--- src/design/prpc_pkg.sv ---
// Package for the RAM probe pattern checker: operation codes, LFSR constants,
// the eight-step LFSR function and the result word layout. No dependencies.
package prpc_pkg;

	typedef enum logic [1:0] {
		OP_RESTART  = 2'd0,
		OP_GENERATE = 2'd1,
		OP_CHECK    = 2'd2
	} op_t;

	localparam logic [15:0] LFSR_SEED     = 16'hACE1;
	localparam logic [15:0] LFSR_MASK     = 16'hB400;
	localparam logic [14:0] NO_INDEX      = 15'h7FFF;
	localparam logic [7:0]  ALL_ONES_BYTE = 8'hFF;

	typedef struct packed {
		logic [15:0] state;
		logic [7:0]  pattern;
	} lfsr_step_t;

	// Packed with pattern_byte in the lowest bits, done_res on top.
	typedef struct packed {
		logic        done_res;
		logic        all_bytes_ff;
		logic [14:0] first_mismatch_index;
		logic [13:0] match_count;
		logic [7:0]  pattern_byte;
	} result_t;

	// Step the Galois LFSR eight times; shifted-out bits form the byte, MSB first.
	function automatic lfsr_step_t lfsr_next8(input logic [15:0] seed);
		lfsr_step_t r;
		logic [15:0] s;
		logic [7:0]  acc;
		logic        b;
		s   = seed;
		acc = '0;
		for (int k = 0; k < 8; k++) begin
			b   = s[0];
			s   = {1'b0, s[15:1]} ^ (b ? LFSR_MASK : 16'h0000);
			acc = {acc[6:0], b};
		end
		r.state   = s;
		r.pattern = acc;
		return r;
	endfunction

endpackage

--- src/design/prpc_engine.sv ---
// Pattern and statistics engine of the RAM probe pattern checker: LFSR state,
// match counter, first-mismatch latch, all-0xFF flag, byte index, row register.
// Depends on prpc_pkg.
module prpc_engine #(
	parameter int ROW_BYTES = 50,
	parameter int MAX_ROWS  = 300
) (
	input  logic               clk,
	input  logic               arst_n,
	input  logic               cfg_we,
	input  logic [8:0]         cfg_wdata,
	input  logic               step,
	input  prpc_pkg::op_t      op,
	input  logic [7:0]         read_byte,
	output prpc_pkg::result_t  res
);

	localparam int ROWS_W  = $clog2(MAX_ROWS + 1);
	localparam int RANGE_W = $clog2(MAX_ROWS * ROW_BYTES + 1);

	logic [ROWS_W-1:0]  rows_q;
	logic [RANGE_W-1:0] range_bytes;

	logic [15:0]        lfsr_q, lfsr_d;
	logic [13:0]        match_q, match_d;
	logic [14:0]        bad_idx_q, bad_idx_d;
	logic               bad_valid_q, bad_valid_d;
	logic               all_ff_q, all_ff_d;
	logic [RANGE_W-1:0] idx_q, idx_d;
	logic [7:0]         pattern;
	logic               in_range;
	prpc_pkg::lfsr_step_t nxt;

	// Clamp the row count to 1..MAX_ROWS on write.
	always_ff @(posedge clk or negedge arst_n) begin
		if (!arst_n) begin
			rows_q <= ROWS_W'(1);
		end else if (cfg_we) begin
			if (cfg_wdata == 9'd0) begin
				rows_q <= ROWS_W'(1);
			end else if (int'(cfg_wdata) > MAX_ROWS) begin
				rows_q <= ROWS_W'(MAX_ROWS);
			end else begin
				rows_q <= ROWS_W'(cfg_wdata);
			end
		end
	end

	assign range_bytes = RANGE_W'(int'(rows_q) * ROW_BYTES);
	assign in_range    = idx_q < range_bytes;
	assign nxt         = prpc_pkg::lfsr_next8(lfsr_q);

	always_comb begin
		lfsr_d      = lfsr_q;
		match_d     = match_q;
		bad_idx_d   = bad_idx_q;
		bad_valid_d = bad_valid_q;
		all_ff_d    = all_ff_q;
		idx_d       = idx_q;
		pattern     = 8'h00;
		unique case (op)
			prpc_pkg::OP_RESTART: begin
				lfsr_d      = prpc_pkg::LFSR_SEED;
				match_d     = '0;
				bad_idx_d   = '0;
				bad_valid_d = 1'b0;
				all_ff_d    = 1'b1;
				idx_d       = '0;
			end
			prpc_pkg::OP_GENERATE: begin
				lfsr_d  = nxt.state;
				pattern = nxt.pattern;
			end
			prpc_pkg::OP_CHECK: begin
				// drop checks past the tested range
				if (in_range) begin
					lfsr_d  = nxt.state;
					pattern = nxt.pattern;
					if (read_byte != prpc_pkg::ALL_ONES_BYTE) begin
						all_ff_d = 1'b0;
					end
					if (read_byte == nxt.pattern) begin
						match_d = match_q + 14'd1;
					end else if (!bad_valid_q) begin
						bad_valid_d = 1'b1;
						bad_idx_d   = 15'(idx_q);
					end
					idx_d = idx_q + RANGE_W'(1);
				end
			end
			default: ;
		endcase
	end

	always_ff @(posedge clk or negedge arst_n) begin
		if (!arst_n) begin
			lfsr_q      <= prpc_pkg::LFSR_SEED;
			match_q     <= '0;
			bad_idx_q   <= '0;
			bad_valid_q <= 1'b0;
			all_ff_q    <= 1'b1;
			idx_q       <= '0;
		end else if (step) begin
			lfsr_q      <= lfsr_d;
			match_q     <= match_d;
			bad_idx_q   <= bad_idx_d;
			bad_valid_q <= bad_valid_d;
			all_ff_q    <= all_ff_d;
			idx_q       <= idx_d;
		end
	end

	always_comb begin
		res.pattern_byte         = pattern;
		res.match_count          = match_d;
		res.first_mismatch_index = bad_valid_d ? bad_idx_d : prpc_pkg::NO_INDEX;
		res.all_bytes_ff         = all_ff_d;
		res.done_res             = idx_d >= range_bytes;
	end

endmodule

--- src/design/ram_probe_pattern_checker_unit.sv ---
// Top level of the RAM probe pattern checker: input register, engine, result
// register. Depends on prpc_pkg and prpc_engine.
//
//  channel | direction | tdata                | tuser
//  s_      | in        | read_byte            | operation
//  m_      | out       | result word (40 bit) | -
//  cfg_    | in        | probe_rows, clamped  | -
//
// One word per cycle while m_tready stays high; m_tvalid follows the result register.
// The eight LFSR steps and the compare sit between the input and result registers.
// Reset loads the seed, clears the statistics and sets probe_rows to one.
// A stalled output holds its word; the input register keeps taking words while
// the result register drains in the same cycle.
module ram_probe_pattern_checker_unit #(
	parameter int ROW_BYTES = 50,
	parameter int MAX_ROWS  = 300
) (
	input  logic        clk,
	input  logic        arst_n,
	input  logic        cfg_we,
	input  logic [8:0]  cfg_wdata,
	input  logic        s_tvalid,
	output logic        s_tready,
	input  logic [7:0]  s_tdata,  // [7:0] read_byte
	input  logic [1:0]  s_tuser,  // [1:0] operation
	output logic        m_tvalid,
	input  logic        m_tready,
	// [7:0] pattern_byte, [21:8] match_count, [36:22] first_mismatch_index,
	// [37] all_bytes_ff, [38] done_res, [39] zero
	output logic [39:0] m_tdata
);

	logic              valid_s1;
	prpc_pkg::op_t     op_s1;
	logic [7:0]        byte_s1;
	logic              advance;
	prpc_pkg::result_t res;
	prpc_pkg::result_t res_q;
	logic              out_valid_q;

	assign advance  = valid_s1 && (!out_valid_q || m_tready);
	assign s_tready = !valid_s1 || advance;

	always_ff @(posedge clk or negedge arst_n) begin
		if (!arst_n) begin
			valid_s1 <= 1'b0;
		end else if (s_tready) begin
			valid_s1 <= s_tvalid;
		end
	end

	always_ff @(posedge clk) begin
		if (s_tvalid && s_tready) begin
			op_s1   <= prpc_pkg::op_t'(s_tuser);
			byte_s1 <= s_tdata;
		end
	end

	prpc_engine #(
		.ROW_BYTES(ROW_BYTES),
		.MAX_ROWS (MAX_ROWS)
	) u_engine (
		.clk      (clk),
		.arst_n   (arst_n),
		.cfg_we   (cfg_we),
		.cfg_wdata(cfg_wdata),
		.step     (advance),
		.op       (op_s1),
		.read_byte(byte_s1),
		.res      (res)
	);

	always_ff @(posedge clk or negedge arst_n) begin
		if (!arst_n) begin
			out_valid_q <= 1'b0;
		end else if (advance) begin
			out_valid_q <= 1'b1;
		end else if (m_tready) begin
			out_valid_q <= 1'b0;
		end
	end

	always_ff @(posedge clk) begin
		if (advance) begin
			res_q <= res;
		end
	end

	assign m_tvalid = out_valid_q;
	assign m_tdata  = {1'b0, res_q};

endmodule

--- config.mk ---
export PLATFORM = sky130hd
export DESIGN_NAME = ram_probe_pattern_checker_unit
export DESIGN_NICKNAME = d
export VERILOG_FILES = /design/src/design/prpc_pkg.sv /design/src/design/prpc_engine.sv /design/src/design/ram_probe_pattern_checker_unit.sv
export SDC_FILE = /design/constraint.sdc
export NUM_CORES = 1
export LEC_CHECK = 0
export BUFFER_PORTS_ARGS = -buffer_cell sky130_fd_sc_hd__buf_4
export CORE_UTILIZATION = 36
export DETAILED_ROUTE_END_ITERATION = 10
export GPL_TIMING_DRIVEN = 0
export HOLD_SLACK_MARGIN = 0.1
export REMOVE_ABC_BUFFERS = 1
export SLEW_MARGIN = 20
export SYNTH_ARGS = -nofsm -noshare
export SYNTH_HDL_FRONTEND = slang
export SYNTH_SLANG_ARGS = --single-unit
--- constraint.sdc ---
create_clock -name clk -period 6.8 [get_ports clk]
set_input_delay 0.68 -clock clk [delete_from_list [all_inputs] [get_ports clk]]
set_output_delay 0.68 -clock clk [all_outputs]
set_load 0.05 [all_outputs]
==> flow_summary.json, run 1 <==
{
  "ys_warn_count": 0,
  "layout_common_cells": "buf_4, nand2_1, dfrtp_1",
  "crit_fanout": 5,
  "chipWidth_microns": 148,
  "slew_headroom": 0.356,
  "layout_commonest_cell": "buf_4",
  "drt_iter0_drc": 406,
  "drt.antenna.violating_nets": 0,
  "synthCells": 769,
  "cts_buffer_depth": 2,
  "io_pins": 66,
  "slowest_delay_ps": 560,
  "worst_slack_ps": 369,
  "drive_above_1_share": 0.196,
  "hold_path.class": "input port to asynchronous set/reset pin",
  "grt_antenna_before_repair": 0,
  "reg2reg_slack_ps": 370,
  "worst_slew_pin_slew_ps": 967,
  "post-route-min-period_ps": 6430,
  "setup_viol": 0,
  "start_kind": "register",
  "crit_path_frequent_cell": "ha_1",
  "finalHoldViolations": 0,
  "fin_nets": 906,
  "viasPerCell": 5.29,
  "fin_tns_setup_ps": 0,
  "core_sq_mm": 0.0210,
  "syn2layout_area_growth_pct": 20.7,
  "slew_viol_final": 0,
  "synthFlopType": "dfrtp_1",
  "clock.fmax_mhz": 155,
  "wl_per_cell_microns": 15.7,
  "place_ws_ps": -432,
  "die_y_microns": 148,
  "fin_crit_sh": 0.946,
  "cp-end-kind": "register",
  "avgSynthCellArea_sq_um": 10.0,
  "drt_wl_total_microns": 17400,
  "fin_total_pwr_mw": 3.30,
  "clk_latency_ps": 410,
  "htreeDepth": 4,
  "path_clk_slew_ps": 50,
  "grt_overflow": 0,
  "num_rows": 53,
  "routabilityCongestion": 0.801,
  "grt_pass1_vias": 5396,
  "cpMaxStageDelayCell": "fa_1",
  "hpwl_microns": 11700,
  "grt_first_pass_wirelength_microns": 28200,
  "fin_util": 0.443,
  "async_flop_share": 0.595,
  "drc": 0,
  "p_leak_nw": 4.04,
  "fp.dieArea_sq_mm": 0.0219,
  "vias": 5863,
  "status": "finished, final reports clean",
  "crit_arrival_ps": 6580,
  "grt_max_degree": 73,
  "netlist_area_sq_mm": 0.00769,
  "clkSinkCount": 121,
  "cap_violations": 0,
  "synth-seq-cells": 121,
  "antenna-diode-count": 0,
  "first_pass_iters": 5,
  "fin_worst_skew_ps": 7.38,
  "path_class": "register to register",
  "start_util": 0.367,
  "track_usage": 0.162,
  "synth_edf_count": 49,
  "cts_root_buffer": "clkbuf_16",
  "fillers": 2013,
  "cts_buffers": 17,
  "ys_seq_area_frac": 0.427,
  "port_buffers": 64,
  "ir_drop_mv": 0.182,
  "power_density_mw_per_mm2": 356,
  "cts_tree": "built",
  "ys_types": 66,
  "crit_required_ps": 6950
}
==> final timing paths <==
path / start / to / cells past startpoint
max: u_engine.rows_q[3] / m_tdata[38] / 29
max in group asynchronous: arst_n / u_engine.rows_q[3] / 1
max reg2reg: u_engine.rows_q[3] / m_tdata[38] / 29
min in group clk: s_tdata[5] / byte_s1[5] / 1
min reg2reg: u_engine.match_q[13] / u_engine.match_q[13] / 1
min: arst_n / u_engine.match_q[6] / 1
==> cell usage after synthesis, types with 4 or more instances <==
cell type / count / area share
and3_1: 11 / 0.0090
a31oi_1: 22 / 0.018
ha_1: 58 / 0.094
nand2b_1: 14 / 0.011
or4_1: 6 / 0.0059
xnor2_1: 21 / 0.024
and2_1: 13 / 0.011
nand4_1: 16 / 0.013
mux2i_1: 19 / 0.025
edfxtp_1: 49 / 0.19
dfrtp_1: 62 / 0.20
inv_1: 47 / 0.023
mux2_2: 10 / 0.015
buf_1: 4 / 0.0020
a22o_1: 12 / 0.014
nor3_1: 12 / 0.0078
mux2_1: 9 / 0.013
nor2_1: 34 / 0.017
o21ai_0: 43 / 0.028
nand3_1: 39 / 0.025
a221o_1: 15 / 0.020
o21ai_1: 4 / 0.0026
a21oi_1: 13 / 0.0085
xor2_1: 20 / 0.023
clkbuf_1: 43 / 0.021
or3_1: 6 / 0.0049
fa_1: 4 / 0.010
dfstp_2: 10 / 0.034
nand3b_1: 5 / 0.0049
a21o_1: 11 / 0.011
nand2_1: 70 / 0.034
mux2_4: 4 / 0.0078
nor4_1: 5 / 0.0041
==> logic make-up (layout without fill, tap and decap cells) <==
family	after synthesis	in the layout	synth area share
buffers and inverters	99	159	0.0522
muxes	42	42	0.0604
other	1	1	0.000488
adders and majority gates	62	62	0.105
xor gates and xnor gates	41	41	0.0467
and+or+nand+nor	243	243	0.161
AOI/OAI and AO/OA	160	164	0.147
DFF	121	121	0.427
==> per-stage QoR <==
step	instance area [sq um]	std cells	hold slack, ps
3_3_place_gp	8290	1056	465
6_report	9280	1108	431
5_1_grt	9280	1108	418
3_5_place_dp	8390	1061	463
4_1_cts	9090	1094	421
2_1_floorplan	7460	717	384
==> power by group <==
| group | switching [mW] | internal (mW) |
|---|---|---|
| Combinational | 0.726 | 0.540 |
| Sequential | 0.132 | 0.921 |
| Clock | 0.323 | 0.657 |
==> per-layer routing <==
layer	vias up	global-route usage	part of all wire
met5	-	0	0
met4	0	0.0490	0.016
met3	20	0.0319	0.050
met2	170	0.244	0.44
met1	2762	0.232	0.49
li1	2911	-	-
==> critical path, delay by kind of cell (launching register included) <==
family	cells	cell delay [ps]
AOI/OAI and AO/OA	13	2050
adders and majority gates	6	2050
and+or+nand+nor	6	1070
DFF	1	430
buffers and inverters	2	320
xor gates and xnor gates	2	240
==> layout make-up <==
| cell class | count | area [sq um] | share of cell area |
|---|---|---|---|
| tap | 275 | 344 | 0.0371 |
| sequential | 121 | 3290 | 0.354 |
| inverter | 47 | 179 | 0.0193 |
| timing repair buffer | 80 | 657 | 0.0708 |
| clock buffer | 19 | 443 | 0.0477 |
| multi-input combinational | 553 | 4170 | 0.449 |
| clock inverter | 13 | 200 | 0.0216 |
==> registers in the layout, summed over array words and instances (netlist names), 2 cells and up <==
name                cells
u_engine.rows_q         9
byte_s1                 8
m_tdata                39
u_engine.match_q       14
u_engine.lfsr_q        16
u_engine.idx_q         14
op_s1                   2
u_engine.bad_idx_q     15
==> what timing repair did <==
action / in CTS / in global routing
setup endpoints to repair: 1 / 1
gates cloned: 1 / 3
pin swaps: 1 / 5
buffers inserted: 0 / 11
hold buffers: 0 / 0
resized for setup: 8 / 12
endpoints found under the hold margin: 0 / 0
(Power assumes the default switching activity.)
==> run 2, diff against run 1 <==
--- a/config.mk
+++ b/config.mk
@@ -6,10 +6,13 @@
 export NUM_CORES = 1
 export LEC_CHECK = 0
 export BUFFER_PORTS_ARGS = -buffer_cell sky130_fd_sc_hd__buf_4
-export CORE_UTILIZATION = 36
+export CELL_PAD_IN_SITES_DETAIL_PLACEMENT = 2
+export CELL_PAD_IN_SITES_GLOBAL_PLACEMENT = 2
+export CORE_UTILIZATION = 35
 export DETAILED_ROUTE_END_ITERATION = 10
 export GPL_TIMING_DRIVEN = 0
 export HOLD_SLACK_MARGIN = 0.1
+export PLACE_DENSITY_LB_ADDON = 0.1
 export REMOVE_ABC_BUFFERS = 1
 export SLEW_MARGIN = 20
 export SYNTH_ARGS = -nofsm -noshare
==> run 2 against run 1 <==
  * Flip-flop and latch count unchanged
  * Clock-buffer cell count unchanged
  * Sequential power hardly changed
  * Largest power group unchanged
==> flow_summary.json, run 2 (same netlist as run 1, synthesis figures left out) <==
{
  "timing.hold.ws_ps": 167,
  "fp.dieArea_sq_mm": 0.0226,
  "start_kind": "register",
  "power_density_mw_per_mm2": 362,
  "layout_commonest_cell": "buf_4",
  "wl_per_cell_microns": 21.2,
  "grt_first_pass_wirelength_microns": 38200,
  "dp_cells": 1061,
  "cpMaxStageDelayCell": "fa_1",
  "chipWidth_microns": 150,
  "clkSinkCount": 121,
  "start_util": 0.361,
  "antenna-diode-count": 0,
  "vias": 6324,
  "worst_slew_pin_slew_ps": 984,
  "ir_drop_mv": 0.190,
  "grt_pass1_vias": 7062,
  "clock.fmax_mhz": 155,
  "reg2reg_slack_ps": 360,
  "drt.antenna.violating_nets": 0,
  "crit_arrival_ps": 6620,
  "met3_length_microns": 638,
  "place_area_sq_mm": 0.00840,
  "fillers": 2181,
  "port_buffers": 64,
  "cts_tree": "built",
  "routabilityCongestion": 0.764,
  "highest-signal-layer": "met4",
  "die_y_microns": 150,
  "p_leak_nw": 4.11,
  "met2RoutedLength_microns": 12200,
  "r2r_cells": 27,
  "critPathBufInv": 0,
  "fin_crit_sh": 0.947,
  "cts_buffer_depth": 2,
  "htreeDepth": 4,
  "fin_nets": 919,
  "hold_path.class": "input port to asynchronous set/reset pin",
  "drt_iter0_drc": 217,
  "clk_latency_ps": 430,
  "hpwl_microns": 15700,
  "slowest_delay_ps": 540,
  "cap_violations": 0,
  "finalHoldViolations": 0,
  "syn2layout_area_growth_pct": 22.7,
  "drive_above_1_share": 0.226,
  "grt_max_degree": 73,
  "wl_met1_microns": 10400,
  "grt_antenna_before_repair": 0,
  "postLayoutCellArea_sq_mm": 0.00943,
  "cp-end-kind": "register",
  "slew_viol_final": 0,
  "viasPerCell": 5.64,
  "cts_buffers": 17,
  "path_class": "register to register",
  "fin_worst_skew_ps": 11.3,
  "path_clk_slew_ps": 70,
  "slew_headroom": 0.342,
  "fin_tns_setup_ps": 0,
  "drt_wl_total_microns": 23700,
  "crit_required_ps": 6980,
  "largest_reg_flops": 39,
  "num_rows": 53,
  "post-route-min-period_ps": 6440,
  "cp-startpoint": "u_engine.rows_q[2]",
  "fin_total_pwr_mw": 3.41,
  "layout.cells.non_filler": 1121,
  "first_pass_iters": 4,
  "regToRegStartpoint": "u_engine.rows_q[2]",
  "layout_common_cells": "buf_4, nand2_1, dfrtp_1",
  "cpLargestDelayFamily": "compound AO/OA/AOI/OAI gates",
  "status": "finished, final reports clean",
  "io_pins": 66,
  "core_sq_mm": 0.0213,
  "cts_root_buffer": "clkbuf_16",
  "grt_overflow": 0,
  "drc": 0,
  "crit_fanout": 7,
  "track_usage": 0.221,
  "rr_endpoint": "m_tdata[38]",
  "setup_viol": 0
}
[run 2: worst max-delay path by stage]
stage | end | slack [ps] | cells past startpoint
final | m_tdata[38] | 360 | 27
after global routing | m_tdata[38] | -9 | 28
after CTS | m_tdata[38] | 20 | 27
after floorplan | m_tdata[38] | 330 | 27
after global placement | m_tdata[38] | -930 | 27
after detailed placement | m_tdata[38] | -740 | 27
[run 2: stage by stage]
step | worst slack [ps] | util
final | 360 | 0.443
after CTS | 15.7 | 0.432
after detailed placement | -737 | 0.395
after global routing | -8.90 | 0.443
after global placement | -928 | 0.389
after floorplan | 329 | -
[run 2: power by group]
group | internal (mW) | total (mW) | switching [mW]
registers | 0.921 | 1.06 | 0.141
clock network | 0.525 | 0.927 | 0.402
logic | 0.592 | 1.42 | 0.832
[run 2: area by class of cell]
cell class	instances	area (sq um)	share of cell area
clock buffers	19	475	0.0504
clock inverters	13	119	0.0126
repair buffers	95	797	0.0845
inverters	47	179	0.0190
multi-input cells	551	4230	0.449
flip-flops and latches	121	3290	0.348
well taps	275	344	0.0365
[run 2: what timing repair did]
action                                  in CTS  in global routing
pin swaps                                    6                 19
endpoints found under the hold margin        0                  0
buffers inserted                            14                 11
endpoints found under the setup margin       1                  1
hold buffers                                 0                  0
cloned                                       2                  0
gates resized for setup                     11                 25
[run 2: per-layer routing]
layer  track usage  vias to the layer above
li1              -                     2937
met1         0.264                     3247
met2         0.393                      107
met3        0.0388                       33
met4        0.0864                        0
met5             0                        -
